File: config.mk
export PLATFORM = sky130hd
export DESIGN_NAME = base64_codec
export DESIGN_NICKNAME = d
export VERILOG_FILES = /design/src/hdl/b64c_pkg.sv /design/src/hdl/base64_codec.sv /design/src/hdl/b64c_core.sv /design/src/hdl/b64c_out.sv
export SDC_FILE = /design/constraint.sdc
export NUM_CORES = 1
export LEC_CHECK = 0
export BUFFER_PORTS_ARGS = -buffer_cell sky130_fd_sc_hd__buf_2
export CORE_MARGIN = 2
export CORE_UTILIZATION = 30
export DETAILED_ROUTE_END_ITERATION = 10
export PLACE_DENSITY = 0.56
export SLEW_MARGIN = 5
export SYNTH_ARGS = -nofsm -noshare
export SYNTH_HDL_FRONTEND = slang
export SYNTH_HIERARCHICAL = 1
export SYNTH_SLANG_ARGS = --single-unit
export TNS_END_PERCENT = 5
File: constraint.sdc
create_clock -name clk -period 7.2 [get_ports clk]
set_clock_uncertainty 0.2 [all_clocks]
set_input_delay 1.08 -clock clk [delete_from_list [all_inputs] [get_ports clk]]
set_output_delay 1.08 -clock clk [all_outputs]
set_load 0.02 [all_outputs]
File: src/hdl/b64c_pkg.sv
// b64c_pkg: shared types, character constants and alphabet functions
// for the base64 codec; no dependencies
`timescale 1ns / 1ps

package b64c_pkg;

  localparam logic [7:0] CH_PAD   = 8'h3D;
  localparam logic [7:0] CH_UPPER = 8'h41;
  localparam logic [7:0] CH_LOWER = 8'h61;
  localparam logic [7:0] CH_DIGIT = 8'h30;
  localparam logic [7:0] CH_PLUS  = 8'h2B;
  localparam logic [7:0] CH_SLASH = 8'h2F;
  localparam logic [6:0] DEC_BAD  = 7'd64;

  localparam logic MODE_ENCODE = 1'b0;
  localparam logic MODE_DECODE = 1'b1;

  // up to four results produced by one input beat
  typedef struct packed {
    logic [3:0][7:0] data;
    logic [1:0]      last_idx;
    logic            stream_end;
    logic            error;
  } bundle_t;

  function automatic logic [7:0] enc_char(input logic [5:0] v);
    logic [7:0] w;
    w = {2'b00, v};
    if (v < 6'd26) begin
      return CH_UPPER + w;
    end else if (v < 6'd52) begin
      return CH_LOWER + w - 8'd26;
    end else if (v < 6'd62) begin
      return CH_DIGIT + w - 8'd52;
    end else if (v == 6'd62) begin
      return CH_PLUS;
    end else begin
      return CH_SLASH;
    end
  endfunction

  // returns 0..63, or DEC_BAD for a character outside the alphabet
  function automatic logic [6:0] dec_value(input logic [7:0] c);
    logic [7:0] d;
    d = 8'd0;
    if (c >= CH_UPPER && c <= 8'h5A) begin
      d = c - CH_UPPER;
      return {1'b0, d[5:0]};
    end else if (c >= CH_LOWER && c <= 8'h7A) begin
      d = c - CH_LOWER + 8'd26;
      return {1'b0, d[5:0]};
    end else if (c >= CH_DIGIT && c <= 8'h39) begin
      d = c - CH_DIGIT + 8'd52;
      return {1'b0, d[5:0]};
    end else if (c == CH_PLUS) begin
      return 7'd62;
    end else if (c == CH_SLASH) begin
      return 7'd63;
    end else begin
      return DEC_BAD;
    end
  endfunction

endpackage

File: src/hdl/base64_codec.sv
// base64_codec: top level of the streaming base64 codec
// depends on b64c_pkg, b64c_core and b64c_out
`timescale 1ns / 1ps

// Base64 codec, standard alphabet, one byte or character per input beat.
// cfg_data selects the mode (0 encode, 1 decode); a write starts a new stream
// and belongs between streams, while the block is idle. Each input beat is
// processed in the cycle it is accepted and its results (none to four) land in
// an output register that hands out one result per cycle while out_ready is
// high. The next input beat is taken in the same cycle that the last result of
// the previous one leaves, or at once if that beat produced none. The input
// thus waits while the results of an encoded or decoded group drain. In decode
// mode a bad character or bad length gives a single error result at the last
// beat.

module base64_codec (
  input  logic       clk,
  input  logic       rst,
  input  logic       cfg_valid,
  output logic       cfg_ready,
  input  logic       cfg_data,
  input  logic       in_valid,
  output logic       in_ready,
  input  logic [7:0] in_byte,
  input  logic       in_last,
  output logic       out_valid,
  input  logic       out_ready,
  output logic [7:0] out_byte,
  output logic       out_run_end,
  output logic       out_stream_end,
  output logic       out_error
);

  logic              mode;
  logic              cfg_fire;
  logic              in_fire;
  logic              emit;
  logic              can_load;
  b64c_pkg::bundle_t bundle;

  assign cfg_ready = 1'b1;
  assign cfg_fire  = cfg_valid && cfg_ready;
  assign in_ready  = can_load;
  assign in_fire   = in_valid && in_ready;

  always_ff @(posedge clk) begin
    if (rst) begin
      mode <= b64c_pkg::MODE_ENCODE;
    end else if (cfg_fire) begin
      mode <= cfg_data;
    end
  end

  b64c_core u_core (
    .clk     (clk),
    .rst     (rst),
    .mode    (mode),
    .clear   (cfg_fire),
    .in_fire (in_fire),
    .in_byte (in_byte),
    .in_last (in_last),
    .emit    (emit),
    .bundle  (bundle)
  );

  b64c_out u_out (
    .clk            (clk),
    .rst            (rst),
    .load           (emit),
    .bundle         (bundle),
    .can_load       (can_load),
    .out_valid      (out_valid),
    .out_ready      (out_ready),
    .out_byte       (out_byte),
    .out_run_end    (out_run_end),
    .out_stream_end (out_stream_end),
    .out_error      (out_error)
  );

  a_error_ends_stream: assert property (@(posedge clk) disable iff (rst)
    out_valid && out_error |-> out_run_end && out_stream_end && out_byte == 8'h00)
    else $error("error beat must close the stream");

  a_stream_end_is_run_end: assert property (@(posedge clk) disable iff (rst)
    out_valid && out_stream_end |-> out_run_end)
    else $error("stream end without run end");

  a_encode_no_error: assert property (@(posedge clk) disable iff (rst)
    out_valid && mode == b64c_pkg::MODE_ENCODE |-> !out_error)
    else $error("error beat in encode mode");

  a_idle_accepts: assert property (@(posedge clk) disable iff (rst)
    !out_valid |-> in_ready)
    else $error("input stalled with empty output register");

  a_no_overwrite: assert property (@(posedge clk) disable iff (rst)
    emit |-> !out_valid || (out_ready && out_run_end))
    else $error("bundle loaded over pending results");

endmodule

File: src/hdl/b64c_core.sv
// b64c_core: group state registers and per-beat encode/decode logic,
// producing a result bundle; depends on b64c_pkg
`timescale 1ns / 1ps

module b64c_core (
  input  logic              clk,
  input  logic              rst,
  input  logic              mode,
  input  logic              clear,
  input  logic              in_fire,
  input  logic [7:0]        in_byte,
  input  logic              in_last,
  output logic              emit,
  output b64c_pkg::bundle_t bundle
);

  logic [23:0] group_bits;
  logic [1:0]  group_count;
  logic        third_was_pad;
  logic        error_seen;

  logic [23:0] group_bits_next;
  logic [1:0]  group_count_next;
  logic        third_was_pad_next;
  logic        error_seen_next;

  logic [2:0]  cnt;
  logic [23:0] bits_e;
  logic [23:0] sh;
  logic [6:0]  dv;
  logic        pad;
  logic        bad;
  logic [5:0]  v;
  logic        err_n;
  logic        twp_n;
  logic [23:0] bits_d;

  always_comb begin
    group_bits_next    = group_bits;
    group_count_next   = group_count;
    third_was_pad_next = third_was_pad;
    error_seen_next    = error_seen;
    emit               = 1'b0;
    bundle             = '0;

    cnt = {1'b0, group_count} + 3'd1;
    if (cnt > 3'd3) begin
      cnt = 3'd3;
    end
    bits_e = {group_bits[15:0], in_byte};
    unique case (cnt)
      3'd1:    sh = {bits_e[7:0], 16'h0000};
      3'd2:    sh = {bits_e[15:0], 8'h00};
      default: sh = bits_e;
    endcase

    dv     = b64c_pkg::dec_value(in_byte);
    pad    = (in_byte == b64c_pkg::CH_PAD);
    bad    = !pad && (dv == b64c_pkg::DEC_BAD);
    v      = (pad || bad) ? 6'd0 : dv[5:0];
    err_n  = error_seen || bad;
    twp_n  = (group_count == 2'd2) ? pad : third_was_pad;
    bits_d = {group_bits[17:0], v};

    if (mode == b64c_pkg::MODE_ENCODE) begin
      if (cnt < 3'd3 && !in_last) begin
        group_bits_next  = bits_e;
        group_count_next = cnt[1:0];
      end else begin
        emit = 1'b1;
        for (int k = 0; k < 4; k++) begin
          if (3'(k) > cnt) begin
            bundle.data[k] = b64c_pkg::CH_PAD;
          end else begin
            bundle.data[k] = b64c_pkg::enc_char(sh[23 - 6 * k -: 6]);
          end
        end
        bundle.last_idx    = 2'd3;
        bundle.stream_end  = in_last;
        group_bits_next    = '0;
        group_count_next   = '0;
        third_was_pad_next = 1'b0;
        error_seen_next    = 1'b0;
      end
    end else begin
      bundle.data[0] = bits_d[23:16];
      bundle.data[1] = bits_d[15:8];
      bundle.data[2] = bits_d[7:0];
      if (in_last) begin
        emit = 1'b1;
        bundle.stream_end = 1'b1;
        if (err_n || group_count != 2'd3) begin
          bundle.data     = '0;
          bundle.last_idx = 2'd0;
          bundle.error    = 1'b1;
        end else begin
          bundle.last_idx = 2'd2 - {1'b0, twp_n} - {1'b0, pad};
        end
        group_bits_next    = '0;
        group_count_next   = '0;
        third_was_pad_next = 1'b0;
        error_seen_next    = 1'b0;
      end else if (group_count == 2'd3) begin
        emit               = !err_n;
        bundle.last_idx    = 2'd2;
        group_bits_next    = '0;
        group_count_next   = '0;
        third_was_pad_next = 1'b0;
        error_seen_next    = err_n;
      end else begin
        group_bits_next    = bits_d;
        group_count_next   = group_count + 2'd1;
        third_was_pad_next = twp_n;
        error_seen_next    = err_n;
      end
    end
    emit = emit && in_fire;
  end

  always_ff @(posedge clk) begin
    if (rst || clear) begin
      group_bits    <= '0;
      group_count   <= '0;
      third_was_pad <= 1'b0;
      error_seen    <= 1'b0;
    end else if (in_fire) begin
      group_bits    <= group_bits_next;
      group_count   <= group_count_next;
      third_was_pad <= third_was_pad_next;
      error_seen    <= error_seen_next;
    end
  end

endmodule

File: src/hdl/b64c_out.sv
// b64c_out: result register that holds one bundle and hands its results
// out one beat at a time; depends on b64c_pkg
`timescale 1ns / 1ps

module b64c_out (
  input  logic              clk,
  input  logic              rst,
  input  logic              load,
  input  b64c_pkg::bundle_t bundle,
  output logic              can_load,
  output logic              out_valid,
  input  logic              out_ready,
  output logic [7:0]        out_byte,
  output logic              out_run_end,
  output logic              out_stream_end,
  output logic              out_error
);

  b64c_pkg::bundle_t held;
  logic [1:0]        idx;
  logic              valid;
  logic              final_beat;

  assign final_beat     = (idx == held.last_idx);
  assign can_load       = !valid || (out_ready && final_beat);
  assign out_valid      = valid;
  assign out_byte       = held.data[idx];
  assign out_run_end    = final_beat;
  assign out_stream_end = final_beat && held.stream_end;
  assign out_error      = held.error;

  always_ff @(posedge clk) begin
    if (rst) begin
      valid <= 1'b0;
      idx   <= '0;
    end else if (load) begin
      valid <= 1'b1;
      idx   <= '0;
    end else if (valid && out_ready) begin
      if (final_beat) begin
        valid <= 1'b0;
      end else begin
        idx <= idx + 2'd1;
      end
    end
  end

  always_ff @(posedge clk) begin
    if (load) begin
      held <= bundle;
    end
  end

endmodule

-- Word level (Yosys, flattened, before mapping)
Index checks and enable logic that the tools add are counted.
- bits in registers: 62
- bits in latches: 0
- RAM bits: 0
- bits in read-only memories: 0
- bits of input ports: 15
- output and inout bits: 14
- word-level logic and storage cells: 172
- memories: 0
- $add $sub $neg: 30
- multiply operators: 0
- divide/modulo/power cells: 0
- order comparisons: 25
- equality and inequality tests: 15
- shift-type cells: 0
- multiplexer cells: 61
- bitwise operators: 1
- reduce and logical (&&, ||, !) cells: 26
- operators by type and width (kind ; count):
    $mux W8 ; 17
    $mux W18 ; 4
    $mux W35 ; 2
    $add A7 B6 Y8 const A ; 8
    $lt A6 B6 Y1 const B ; 8
    $mux W24 ; 2
    $pmux W24 S2 ; 1
    $mux W7 ; 5
    $sub A8 B5 Y8 const B ; 4
    $sub A8 B6 Y8 const B ; 4
    $add A6 B6 Y7 const A ; 4
    $eq A6 B6 Y1 const B ; 4
    $eq A8 B6 Y1 const B ; 3
    $lt A6 B5 Y1 const B ; 4
    $bmux W8 S2 ; 1
    $ge A8 B7 Y1 const B ; 2
    $le A8 B7 Y1 const B ; 2
    $mux W2 ; 8
    $mux W1 ; 15
    $mux W3 ; 5
    $sub A6 B6 Y6 const B ; 2
    $logic_and A1 B1 Y1 ; 10
    $ge A8 B6 Y1 const B ; 1
    $le A8 B6 Y1 const B ; 1
    other kinds (25) ; 41

-- Longest topological paths before layout
Gate-level depths: netlist (run 1).
- depth after elaboration: 16
- depth in mapped cells: 17
- depth with buffers taken out: 12

-- Modules after synthesis
The synthesis (run 1) kept the hierarchy.
- modules (own cells, without submodules) (module ; instances ; cells an instance ; area each (sq um) ; sequential area each (sq um)):
    b64c_core ; 1 ; 563 ; 4030.1 ; 440.4
    b64c_out ; 1 ; 69 ; 1482.7 ; 1141.1
    base64_codec ; 1 ; 6 ; 51.3 ; 20.0

-- Worst setup path after synthesis (run 1)
Ideal clock, no wire load.
- kind: input-to-reg
- start: input in_byte[1]
- end: register u_out.idx[0]
- setup time: 0.121 ns
- arrival time: 5.045 ns
- data required time: 6.879 ns
- setup slack: 1.833 ns
- stages: 13
- buffers on the path: 2
- cell sequence: clkbuf_1 > inv_1 > ha_1 > nor2b_1 > o211a_1 > clkbuf_1 > a311o_4 > nand2_1 > o21bai_1 > a21oi_1 > nor2_1 > nand2_1 > mux2i_1
- longest elaborated chain between the ends: 15
- elaborated cells between the ends (all ways): 32
- those cells by class: add/sub: 5; order compare: 6; eq/ne: 4; mux: 8; reduce/logical: 9
- RTL lines (item ; line ; RTL):
    from (decl) ; base64_codec.sv:24 ; input logic [7:0] in_byte,
    branches (longest 7 deep; another with $sub A6 B6 Y6) ; - ;
    $logic_and A1 B1 Y1 (*) ; b64c_core.sv:59 ; bad = !pad && (dv == b64c_pkg::DEC_BAD);
    $logic_or A1 B1 Y1 (*) ; b64c_core.sv:61 ; err_n = error_seen || bad;
    $logic_not A1 Y1 (*) ; b64c_core.sv:104 ; emit = !err_n;
    $mux W1 (*) ; b64c_core.sv:103 ; end else if (group_count == 2'd3) begin
    $mux W1 (*) ; b64c_core.sv:89 ; if (in_last) begin
    $mux W1 (*) ; b64c_core.sv:65 ; if (mode == b64c_pkg::MODE_ENCODE) begin
    $logic_and A1 B1 Y1 (*) ; b64c_core.sv:117 ; emit = emit && in_fire;
    net emit ; base64_codec.sv:37 ; logic emit;
    $reduce_or A2 Y1 (no source line) (*) ; - ;
    to (signal assigned) ; b64c_out.sv:43 ; idx <= idx + 2'd1;
    to (decl) ; b64c_out.sv:20 ; logic [1:0] idx;
Mark *: on every way through the listed nets, which the timed path passes.
A chain may end at the register's enable or synchronous reset.

-- Final worst setup path (run 1)
- start: input in_byte[1]
- end: register u_out.valid (netlist: u_out/out_valid)
- longest elaborated chain between the ends: 16
- elaborated cells between the ends (all ways): 35
- those cells by class: add/sub: 5; order compare: 6; eq/ne: 4; mux: 9; reduce/logical: 11
- RTL lines (item ; line ; RTL):
    branches (longest 7 deep; another with $sub A6 B6 Y6) ; - ;
    $logic_and A1 B1 Y1 (*) ; b64c_core.sv:59 ;
    $logic_or A1 B1 Y1 (*) ; b64c_core.sv:61 ;
    $logic_not A1 Y1 (*) ; b64c_core.sv:104 ;
    $mux W1 (*) ; b64c_core.sv:103 ;
    $mux W1 (*) ; b64c_core.sv:89 ;
    $mux W1 (*) ; b64c_core.sv:65 ;
    $logic_and A1 B1 Y1 (*) ; b64c_core.sv:117 ;
    net emit ; base64_codec.sv:37 ;
    $reduce_bool A2 Y1 (no source line) ; - ;
    $reduce_and A2 Y1 (no source line) ; - ;
    to (signal assigned) ; b64c_out.sv:34 ; valid <= 1'b0;
    to (signal assigned) ; b64c_out.sv:37 ; valid <= 1'b1;
    to (signal assigned) ; b64c_out.sv:41 ; valid <= 1'b0;
    to (decl) ; b64c_out.sv:21 ; logic valid;
Marks and branches as above.

==> results of run 1 <==
state kept, by name (all words and copies together) (netlist names):
signal,cells
u_out/idx,2
u_out/held,35
u_core/error_seen,1
u_out/out_error,1
u_out/out_valid,1
u_core/group_count,2
mode,1
u_core/group_bits,18
u_core/third_was_pad,1
per-stage QoR:
stage | util [%] | cell area [um^2] | total power, uW
after floorplan | - | 5564 | 637.3
after global placement | 32.11 | 5808 | 715.2
after detailed placement | 32.11 | 5808 | 714.8
after CTS | 33.74 | 6102 | 1133
after global routing | 33.74 | 6102 | 1183
final | 33.74 | 6102 | 1131
power by group through the flow:
stage	Clock, uW	Combinational [uW]	Sequential, uW
floorplan	0	213	425
global placement	0	283	432
detailed placement	0	282	433
CTS	424	283	426
global route	442	313	429
finish	418	287	426
routing by layer:
layer	share of wire [%]	GRT usage [%]	wire, um	vias up
met5	0	0	0	-
met4	1.1	2.658	187	0
met3	6.6	2.188	1087	12
met2	43	25.44	7195	186
met1	49	25.49	8084	2445
li1	-	-	-	2393
worst max-delay path by stage:
stage | endpoint | cells after the start | slack (ns)
6_report | u_out/out_valid | 11 | 2.93
5_1_grt | u_out/idx[1] | 12 | 2.64
3_3_place_gp | u_out/idx[1] | 12 | 2.75
3_5_place_dp | u_out/out_valid | 11 | 2.63
2_1_floorplan | u_out/idx[0] | 13 | 1.83
4_1_cts | u_out/out_valid | 11 | 2.95
cell type report:
cell class | count | area [um^2] | area share [%]
multi-input cells | 491 | 3580 | 58.66
flip-flops and latches | 62 | 1602 | 26.25
well taps | 229 | 286.5 | 4.696
clock buffers | 12 | 246.5 | 4.039
repair buffers | 34 | 187.7 | 3.076
inverters | 40 | 152.6 | 2.502
clock inverters | 4 | 47.55 | 0.7792
worst reg2reg max path, cell delays in order (launching register included):
cell and delay [ns]:
dfxtp_1 0.46, inv_1 0.10, ha_1 0.20, buf_4 0.26, nor2_1 0.44, a22oi_1 0.21
ha_1 0.27, a21oi_1 0.63, nor2_1 0.10, a2111oi_0 0.63, o21ai_0 0.33
logic make-up after synthesis:
group,after synthesis,synth area share (%)
other,1,0.06740
and+or+nand+nor,203,19.00
buffers and inverters,85,7.083
xor gates and xnor gates,18,2.833
adders and majority gates,36,8.095
AOI/OAI and AO/OA,204,26.67
DFF,62,28.78
muxes,29,7.466
Yosys cell counts, drive strengths merged (3+ instances only):
cell    number
o22ai        3
nor4         7
dfxtp       26
nand2       56
buf         22
o21ai       39
nand3       16
a22o        13
ha          36
mux2         8
inv         39
a31o         5
a21o         6
a21oi       44
and2         7
or3          7
xnor2       14
a211oi      19
mux2i       13
a22oi       18
o221ai       3
clkbuf      23
nor3b        9
or2          4
xor2         4
o211ai       5
nor3        20
a41oi        3
a32o         3
nor4b        3
a31oi       16
nor2        45
mux4         8
edfxtp      36
a32oi        5
and3         4
nand2b       8
nor2b        4
==> results list, run 1 <==
- Setup repair after global routing left no endpoint under its margin.
* Final routed wirelength across all metal layers: 16550 um
- Data required time at the worst endpoint: 7.22 ns
- Minimum setup slack in the final design: 2.927 ns
* Critical register-to-register path startpoint: u_core/group_count[0]
- Shortest period the worst path allows: 4.273 ns
- FF-to-FF path depth: 10
- The endpoint identified for the worst register-to-register timing path is u_out/held[24].
- Violation count after the first detailed-route iteration: 523
- Counting instances, the worst hold path has a depth of 2.
* Arrival time of data at the critical path endpoint: 4.29 ns
- Category of cells accounting for the largest share of critical-path delay: compound AO/OA/AOI/OAI gates
* Number of different library cells in the post-synthesis netlist: 88
* Die height: 140.2 um
- Global-route wire length before repair: 26140 um
- Flop and latch count out of synthesis: 62
* Antenna violations before repair: 0
- Max-cap violations in this run came to 0.
* Sequence of cells on the critical path: buf_2 -> inv_1 -> ha_1 -> nor2b_1 -> o211a_1 -> a311o_4 -> nand2_1 -> o21bai_1 -> a21oi_4 -> nor2_1 -> a311oi_2
* Fill cell instance count of the final layout: 1875
* Layout Area Growth over Synthesis: 9.669%
- The worst setup path is captured at a flop.
- Most frequently used flop master after synthesis: edfxtp_1
- The path with the worst hold slack has its endpoint at u_core/third_was_pad.
* Insertion delay to the later sink of the worst-skew pair: 0.32 ns
- The worst path uses 59.34% of the clock period.
- Detailed-route via count: 5036
- CTS Root Buffer Type: clkbuf_16
- The first TritonRoute pass finished after 5 iterations.
* Max-slew violation count: 0
- Clock power share: 36.9%
* Reg-to-reg slack, setup: 3.04 ns
* Internal power: 784.6 uW
- Hold_ws: 0.2857 ns
- Most area-consuming cells after synthesis: edfxtp_1 (19%), dfxtp_1 (9.4%), ha_1 (8.1%), nand2_1 (3.8%), a21oi_1 (3.7%)
- Clock Sink Count: 62
- Number of diodes: 0
- Full die area: 19650 um^2
* Count of yosys warnings during synthesis: 6
- In the routed layout, each cell is associated on average with a via count of 5.775.
* Cells after synthesis: 638
- Critical Path Max Stage Delay: 0.97 ns
- Setup slack after placement: 2.631 ns
- Worst Setup Start Kind: primary input
- The number of gates resized after CTS was 0.
* Sequential cell area fraction in the yosys report: 28.78%
* Number of standard cells in the final layout excluding fillers: 872
* Cell type with the highest aggregate area in the netlist: edfxtp_1
- For the pin with the worst max-slew slack, the measured transition is 1.214 ns.
- The core region is 18090 um^2.
* Number of enable flip-flop cells after synthesis: 36
- After synthesis the cells add up to 5564 um^2.
- Gp weighted congestion: 0.9107
- Hpwl dp: 12100 um
- Registers are responsible for 37.7% of the overall power.
- In the final layout, the share of cells above drive strength 1 is 14.31%.
- The initial utilization of the core area, before any placement, comes to 30.76%.
- Net switching is 30.66% of the power.
- Most common cell after layout, fill and taps aside: nand2_1
* Buffer depth of the longest clock path: 2
- TritonCTS built the clock tree.
* P_sw: 346.9 uW
* Count of antenna-violating nets left after detailed routing: 0
- Hold repair after CTS inserted 0 buffers.
- 29 I/O pins were placed.
- Combinational logic is responsible for 25.4% of the overall power.
- After detailed routing, the average wire length per cell comes to 18.98 um.
* Number of buffers created by CTS: 9
* H-tree Lvls: 3
- The number of endpoints with negative hold slack in the final report is 0.
- Post-Synthesis Net Count: 689
- The final layout contains 689 nets.
- Gr usage total: 16.68%
- Horiz. Die Dim: 140.2 um
* Post-CTS repair timing setup buffer count: 0
- Counting both buffers and inverters, the worst setup path holds a total of 2.
- Slew HR: 18.91%
- Classification of the worst-slack hold path: flop to flop
- The most critical setup path has its startpoint at in_byte[1].
- Of all flip-flops after synthesis, the portion carrying an async set or reset was 0%.
- Number of failing setup endpoints in the final timing report: 0
* Placed cells: 856
- Power density normalized to cell area: 185.4 nW/um^2
- Synthesized area divided by synthesized cell count: 8.721 um^2
* Port bufs: 27
- Worst path slowest cell: a21oi_4
* Static leakage power: 0.002328 uW
- For this run, the top clock speed supported by timing is 234.1 MHz.
* Share of the synthesized area in the top cell type: 19.43%
* HP Start: u_core/third_was_pad
- The run finished with clean final reports.
- Clock transition at path regs: 0.05 ns
- Leaving out fill and tap cells, the most frequent cells in the layout are nand2_1 (56), nor2_1 (44), a21oi_1 (40), inv_1 (37).
- Global-route congestion overflow total: 0
- In this run the worst path has a maximum fanout of 41.
* Number of core rows: 49
- Entering global routing, the biggest net connects 44 pins.
- Type of the worst setup path: primary input to flop
- Via count of the first global-routing pass: 4639
- Setup total negative slack on the finished layout was measured at 0 ns.
- For this run, design rule violations remaining after detail routing come to 0.
- Across the VDD grid, the largest voltage drop is 116.5 uV.
(Power assumes the default switching activity.)
==> run 2, diff against run 1 <==
==> constraint.sdc (replaced) <==
create_clock -name clk -period 4.2 [get_ports clk]
set_clock_uncertainty 0.2 [all_clocks]
set_input_delay 0.63 -clock clk [delete_from_list [all_inputs] [get_ports clk]]
set_output_delay 0.63 -clock clk [all_outputs]
set_load 0.02 [all_outputs]
==> results list, run 2 (synthesis results as in run 1) <==
- Via count of the first global-routing pass: 4550 (was 4639)
- The leakage power figure is 0.002350 uW (was 0.002328 uW).
- The TritonCTS clock tree was built (unchanged).
- The final max-slew violation count came to 0 (unchanged).
* Count of instances resized after the clock tree is built: 0 (unchanged)
* Initial Utilization: 30.76% (unchanged)
* Slew HR: 19.04% (was 18.91%)
* Final Hold Violating Endpoints: 0 (unchanged)
* Global-route wire length before repair: 25760 um (was 26140 um)
- The startpoint class of the critical path was a flop (was primary input).
- Setup repair after global routing missed its margin: false (unchanged)
- Cell count of the worst hold path: 2 (unchanged)
* Antenna violations before repair: 0 (unchanged)
- Most common cell after layout, fill and taps aside: nand2_1 (unchanged)
* Number of buffers created by CTS: 9 (unchanged)
- Count of antenna-violating nets left after detailed routing: 0 (unchanged)
* Horiz. Die Dim: 140.2 um (unchanged)
* Hpwl dp: 12210 um (was 12100 um)
- Detailed-route via count: 5001 (was 5036)
- Number of top-level pins: 29 (unchanged)
* Combinational share of power: 26.5% (was 25.4%)
* Clock transition at path regs: 0.05 ns (about the same)
- Category of cells accounting for the largest share of critical-path delay: compound AO/OA/AOI/OAI gates (unchanged)
- The endpoint of the worst-slack reg-to-reg timing path was u_out/held[15] (was u_out/held[24]).
- Sequence of cells on the critical path: ha_1 -> buf_4 -> nor3b_1 -> a21oi_1 -> inv_1 -> ha_1 -> o21ai_0 -> o311ai_4 -> mux2_2 -> a32oi_1 -> o21ai_1 (was buf_2 -> inv_1 -> ha_1 -> nor2b_1 -> o211a_1 -> a311o_4 -> nand2_1 -> o21bai_1 -> a21oi_4 -> nor2_1 -> a311oi_2)
* Arrival time of data at the critical path endpoint: 3.47 ns (was 4.29 ns)
* Average wire per standard cell: 18.63 um (was 18.98 um)
- The worst min-delay path endpoint is u_core/group_bits[16] (was u_core/third_was_pad).
* Critical Path Max Stage Delay: 0.45 ns (was 0.97 ns)
* P_sw: 597.4 uW (was 346.9 uW)
- Number of nets in the final layout: 696 (was 689)
- The H-tree depth is 3 (unchanged).
* CTS Root Buffer Type: clkbuf_16 (unchanged)
* Type of the worst setup path: flop to flop (was primary input to flop)
* Fraction of layout cells with a size suffix above 1: 14.92% (was 14.31%)
- The routability congestion estimate from global placement was 0.8795 (was 0.9107).
* Die height: 140.2 um (unchanged)
* Classification of the worst-slack hold path: flop to flop (unchanged)
- The number of detailed-routing iterations run before antenna repair was 5 (unchanged).
- Insertion delay to the later sink of the worst-skew pair: 0.32 ns (about the same)
* Clock power share: 34.7% (was 36.9%)
* Clock Sink Count: 62 (unchanged)
* Number of core rows: 49 (unchanged)
* Shortest period the worst path allows: 3.641 ns
* Transition at the pin with the smallest max-transition slack: 1.208 ns (was 1.214 ns)
* Max Freq: 274.6 MHz
- Registers with the highest flip-flop counts: u_out/held: 35 flops, u_core/group_bits: 18 flops (unchanged).
- The slack of the worst reg-to-reg path is 0.56 ns (was 3.04 ns).
- Port bufs: 27 (unchanged)
- The number of vias per cell is 5.689 (was 5.775).
* HP Start: u_core/group_bits[16] (was u_core/third_was_pad)
* Power consumption: 1878 uW (was 1131 uW)
- The startpoint of the worst-slack reg-to-reg timing path was u_core/group_count[0] (unchanged).
- The area of the die came to 19650 um^2 (unchanged).
- Violation count after the first detailed-route iteration: 502 (was 523)
- Buffer depth of the longest clock path: 2 (unchanged)
- Floorplan Core Area: 18090 um^2 (unchanged)
- The cell with the largest stage delay on the worst path was dfxtp_1 (was a21oi_4).
- The global routing usage summed across all routing layers is 16.51% (was 16.68%).
- The hold-fix buffer count after cts came to 0 (unchanged).
- The antenna diode count came to 0 (unchanged).
- Final routed wirelength across all metal layers: 16370 um (was 16550 um)
* Worst IR Drop VDD: 221.5 uV (was 116.5 uV)
* Data required time at the worst endpoint: 4.03 ns (was 7.22 ns)
- The switching part of the total was 31.81% (was 30.66%).
- The layout-stage area growth over the synthesis result came to 10.48% (was 9.669%).
* Global-route congestion overflow total: 0 (unchanged)
- The cell internal power dissipation was 1281 uW (was 784.6 uW).
- The ratio of total power to cell area came to 305.5 nW/um^2 (was 185.4 nW/um^2).
* Top fanout value on the critical path: 21 (was 41)
* Number of failing setup endpoints in the final timing report: 0 (unchanged)
- Sequential share of power: 38.8% (was 37.7%)
- Largest net degree at the start of global routing: 43 (was 44)
- Library cell appearing most often on the critical path: ha_1
- FF-to-FF path depth: 11 (was 10)
* Commonest cells after routing, fill and taps aside: nand2_1 (56), nor2_1 (44), a21oi_1 (40), inv_1 (37) (unchanged)
* Final period util: 86.69%
- Largest register FFs: 35 (unchanged)
- Hold_ws: 0.2965 ns (was 0.2857 ns)
- The count of buffering cells on the critical path with inverters included came to 2 (unchanged).
- The endpoint class of the critical path was a flop (unchanged).
- The final-layout setup total negative slack came to 0 ns (unchanged).
- The most flop-heavy register is u_out/held (unchanged).
- The post-CTS setup buffer count came to 0 (unchanged).
* Result of the run: finished clean (unchanged)
- The max capacitance violation total is 0 (unchanged).
- The remaining routing DRC violations is 0 (unchanged).
## run 2: cell types whose count changed in the layout (fill, tap and decap cells not counted)
cell        change
bufinv_16       -1
buf_4           +5
clkbuf_1        +2
buf_12          +2
clkinvlp_4      +1
clkbuf_8        -1
inv_4           +1
clkinv_2        -2
## run 2: worst max-delay path by stage
stage	start	endpoint	slack (ns)	cells past startpoint
final	u_core/group_count[0]	u_out/held[15]	0.56	11
after CTS	u_core/group_count[0]	u_out/held[15]	0.63	11
after detailed placement	in_byte[1]	u_out/idx[0]	0.45	12
after global routing	u_core/group_count[0]	u_out/held[15]	0.34	11
after global placement	in_byte[1]	u_out/idx[0]	0.55	12
after floorplan	in_byte[1]	u_out/out_valid	0.07	12
## run 2: metal layers
layer,GRT usage (%),up-vias,wire length (um)
met5,0,-,0
met4,2.871,0,134
met3,2.530,14,991
met2,25.64,171,7323
met1,24.52,2407,7924
li1,-,2409,-
## run 2: through the flow
step           util (%)  setup WS [ns]  area [um^2]  std cells
5_1_grt           33.99         0.3361         6147        879
4_1_cts           33.99         0.6277         6147        879
2_1_floorplan         -        0.07274         5568        638
3_5_place_dp      32.54         0.4538         5886        863
3_3_place_gp      32.54         0.5504         5886        863
6_report          33.99         0.5589         6147        879
## run 2: power groups by stage
stage,Sequential (uW),Clock (uW),Combinational [uW]
6_report,729,652,497
5_1_grt,733,684,542
4_1_cts,729,661,492
3_5_place_dp,741,0,490
3_3_place_gp,741,0,491
2_1_floorplan,727,0,365
## run 2: area by class of cell
type                            count  area [um^2]
Inverter                           40        152.6
Tap cell                          229        286.5
Sequential cell                    62         1602
Timing Repair Buffer               41        265.3
Clock buffer                       13        240.2
Clock inverter                      3        21.27
Fill cell                        1870        11940
Multi-Input combinational cell    491         3580
## run 2: worst register-to-register path: stages (launching register included)
cell	delay (ns)
dfxtp_1	0.45
ha_1	0.26
buf_4	0.30
nor3b_1	0.11
a21oi_1	0.41
inv_1	0.23
ha_1	0.31
o21ai_0	0.17
o311ai_4	0.23
mux2_2	0.33
a32oi_1	0.19
o21ai_1	0.16
==> run 3, diff against run 2 <==
--- a/config.mk
+++ b/config.mk
@@ -10,6 +10,7 @@
 export CORE_UTILIZATION = 30
 export DETAILED_ROUTE_END_ITERATION = 10
 export PLACE_DENSITY = 0.56
+export RECOVER_POWER = 100
 export SLEW_MARGIN = 5
 export SYNTH_ARGS = -nofsm -noshare
 export SYNTH_HDL_FRONTEND = slang
==> constraint.sdc (replaced) <==
create_clock -name clk -period 3.51 [get_ports clk]
set_clock_uncertainty 0.2 [all_clocks]
set_input_delay 0.5265 -clock clk [delete_from_list [all_inputs] [get_ports clk]]
set_output_delay 0.5265 -clock clk [all_outputs]
set_load 0.02 [all_outputs]
==> results list, run 3 (synthesis results as in run 1) <==
* Global-route wire length before repair: 26510 um (was 25760 um)
- Worst Setup Start Kind: primary input (was flop)
- The clock network latency to the later pin of the worst-skew pair came to 0.32 ns (about the same).
- The leakage power figure is 0.002408 uW (was 0.002350 uW).
* Initial Utilization: 30.76% (unchanged)
- The slack of the worst reg-to-reg path is 0.27 ns (was 0.56 ns).
- Power density normalized to cell area: 374.8 nW/um^2 (was 305.5 nW/um^2)
- Number of diodes: 0 (unchanged)
* Worst hold endpoint: mode (was u_core/group_bits[16])
* Cell count of the worst hold path: 3 (was 2)
- The normalized max-slew margin came to 48.07% (was 19.04%).
- Max-slew violation count: 0 (unchanged)
- The total of endpoints with negative setup slack in the final report was 0 (unchanged).
* Worst IR Drop VDD: 249.9 uV (was 221.5 uV)
- The startpoint of the worst-slack reg-to-reg timing path is u_core/group_count[1] (was u_core/group_count[0]).
- Global-route congestion overflow total: 0 (unchanged)
- The die extent in x came to 140.2 um (unchanged).
* Fill cell instance count of the final layout: 1855 (was 1870)
- The launch point of the worst hold path is cfg_data (was u_core/group_bits[16]).
- The routability congestion estimate from global placement came to 0.9112 (was 0.8795).
- Buffer depth of the longest clock path: 2 (unchanged)
- The most flop-heavy register is u_out/held (unchanged).
* Antenna violations before repair: 0 (unchanged)
- After layout, the minimum clock period comes to 3.321 ns.
* Max Freq: 301.1 MHz
- The aggregate routed wire length came to 16890 um (was 16370 um).
- The class of the most critical hold timing path was primary input to flop (was flop to flop).
- The critical path arrival is 3.30 ns (was 3.47 ns).
- The master cell of the clock root buffer was clkbuf_16 (unchanged).
- Post-detailed-route via-to-cell ratio: 5.609 (was 5.689)
* Final std cell area, no fill: 6307 um^2 (was 6147 um^2)
* Clock Sink Count: 62 (unchanged)
* Final Hold Violating Endpoints: 0 (unchanged)
- Area of placed instances: 6033 um^2 (was 5886 um^2)
* Gr usage total: 17.11% (was 16.51%)
- H-tree Lvls: 3 (unchanged)
- The via count of the routed design was 5031 (was 5001).
* Full die area: 19650 um^2 (unchanged)
- Registers with the highest flip-flop counts: u_out/held: 35 flops, u_core/group_bits: 18 flops (unchanged).
* Data required time at the worst endpoint: 3.49 ns (was 4.03 ns)
- The number of nets still failing antenna checks after routing came to 0 (unchanged).
- Final period util: 94.61%
- The final-layout setup total negative slack came to 0 ns (unchanged).
- Most common cell after layout, fill and taps aside: nand2_1 (unchanged)
- The number of buffers added by the clock tree synthesis step was 9 (unchanged).
- Hpwl dp: 12630 um (was 12210 um)
* FF-to-FF path depth: 13 (was 11)
- Post-route DRC violation count: 0 (unchanged)
- CTS tree: built (unchanged)
- The top-level I/O count was 29 (unchanged).
- The layout-stage area growth over the synthesis result was 13.36% (was 10.48%).
* Port bufs: 27 (unchanged)
* Average wire per standard cell: 18.83 um (was 18.63 um)
- Largest net degree at the start of global routing: 43 (unchanged)
* Violation count after the first detailed-route iteration: 509 (was 502)
- Storage cell area: 1602 um^2 (unchanged)
- The core footprint was 18090 um^2 (unchanged).
* Clock transition at path regs: 0.05 ns (about the same)
- Number of max-cap violations: 0 (unchanged)
* Transition at the pin with the smallest max-transition slack: 0.7789 ns (was 1.208 ns)
- The final net count came to 714 (was 696).
* Total area of multi-input combinational cells: 3587 um^2 (was 3580 um^2)
* Fraction of layout cells with a size suffix above 1: 14.67% (was 14.92%)
- Endpoint type of the worst setup path: flop (unchanged)
- Commonest cells after routing, fill and taps aside: nand2_1 (56), nor2_1 (44), a21oi_1 (40), inv_1 (37), edfxtp_1 (36) (was nand2_1 (56), nor2_1 (44), a21oi_1 (40), inv_1 (37)).
* End of the worst register-to-register path: u_out/held[15] (unchanged)
- The largest driver fanout on the critical path came to 12 (was 21).
* Number of core rows: 49 (unchanged)
- The number of flip-flops in the largest register was 35 (unchanged).
- The number of global-route vias before repair came to 4766 (was 4550).
- The worst hold slack came to 0.2643 ns (was 0.2965 ns).
- Result of the run: finished clean (unchanged)
- Length of the first detailed-routing pass in iterations: 6 (was 5)
- Type of the worst setup path: primary input to flop (was flop to flop)
- Setup repair after global routing missed its margin: false (unchanged)
- Die height: 140.2 um (unchanged)
==> run 3: metal layers <==
layer  share of wire, %  vias up  GRT usage [%]  wire length (um)
met5                  0        -              0                 0
met1                 47     2376          24.90              8008
met4                2.0        0          5.529               338
met2                 45      181          26.60              7569
li1                   -     2452              -                 -
met3                5.8       22          1.744               972
==> run 3: report_power, final <==
group	total (uW)	internal [uW]	switching [uW]	leakage (uW)
Combinational	610	227	383	0.00171
Clock	879	589	291	0.000144
Sequential	874	836	37.9	0.000557
==> run 3: worst max-delay path by stage <==
stage | endpoint | cells after the start | slack, ns | startpoint
2_1_floorplan | u_out/out_valid | 12 | 0.06 | in_byte[1]
3_3_place_gp | u_core/group_bits[7] | 9 | 0.22 | u_core/group_count[1]
3_5_place_dp | u_out/out_valid | 12 | 0.20 | in_byte[2]
4_1_cts | u_out/held[15] | 13 | 0.22 | u_core/group_count[1]
5_1_grt | u_out/held[15] | 13 | 0.009 | u_core/group_count[1]
6_report | u_out/held[8] | 9 | 0.19 | in_byte[0]
==> run 3: repair_timing <==
action,in CTS,in global routing
setup endpoints to repair,0,3
hold buffers,0,0
buffers inserted,0,0
resized for setup,0,2
==> run 3: final cells by class <==
type	instances	share of cell area, %
sequential	62	25.39
timing repair buffer	59	6.050
multi-input combinational	491	56.87
clock buffer	15	4.245
inverter	40	2.420
tap	229	4.543
clock inverter	1	0.4761
==> run 3: worst max-delay path, cell delays in order <==
cell and delay, ns:
clkbuf_1 0.49, inv_1 0.18, ha_1 0.29, nor2b_1 0.14, o211a_1 0.23, a311o_4 0.37
a41oi_4 0.46, clkbuf_1 0.37, a22o_1 0.23
==> run 3: per-stage QoR <==
step           util, %  setup slack (ns)  instances  power [uW]
3_5_place_dp     33.36            0.2040        881        1495
5_1_grt          34.87          0.009327        897        2478
3_3_place_gp     33.36            0.2213        881        1497
6_report         34.87            0.1893        897        2364
2_1_floorplan        -           0.06146        638        1307
4_1_cts          35.01            0.2233        897        2374
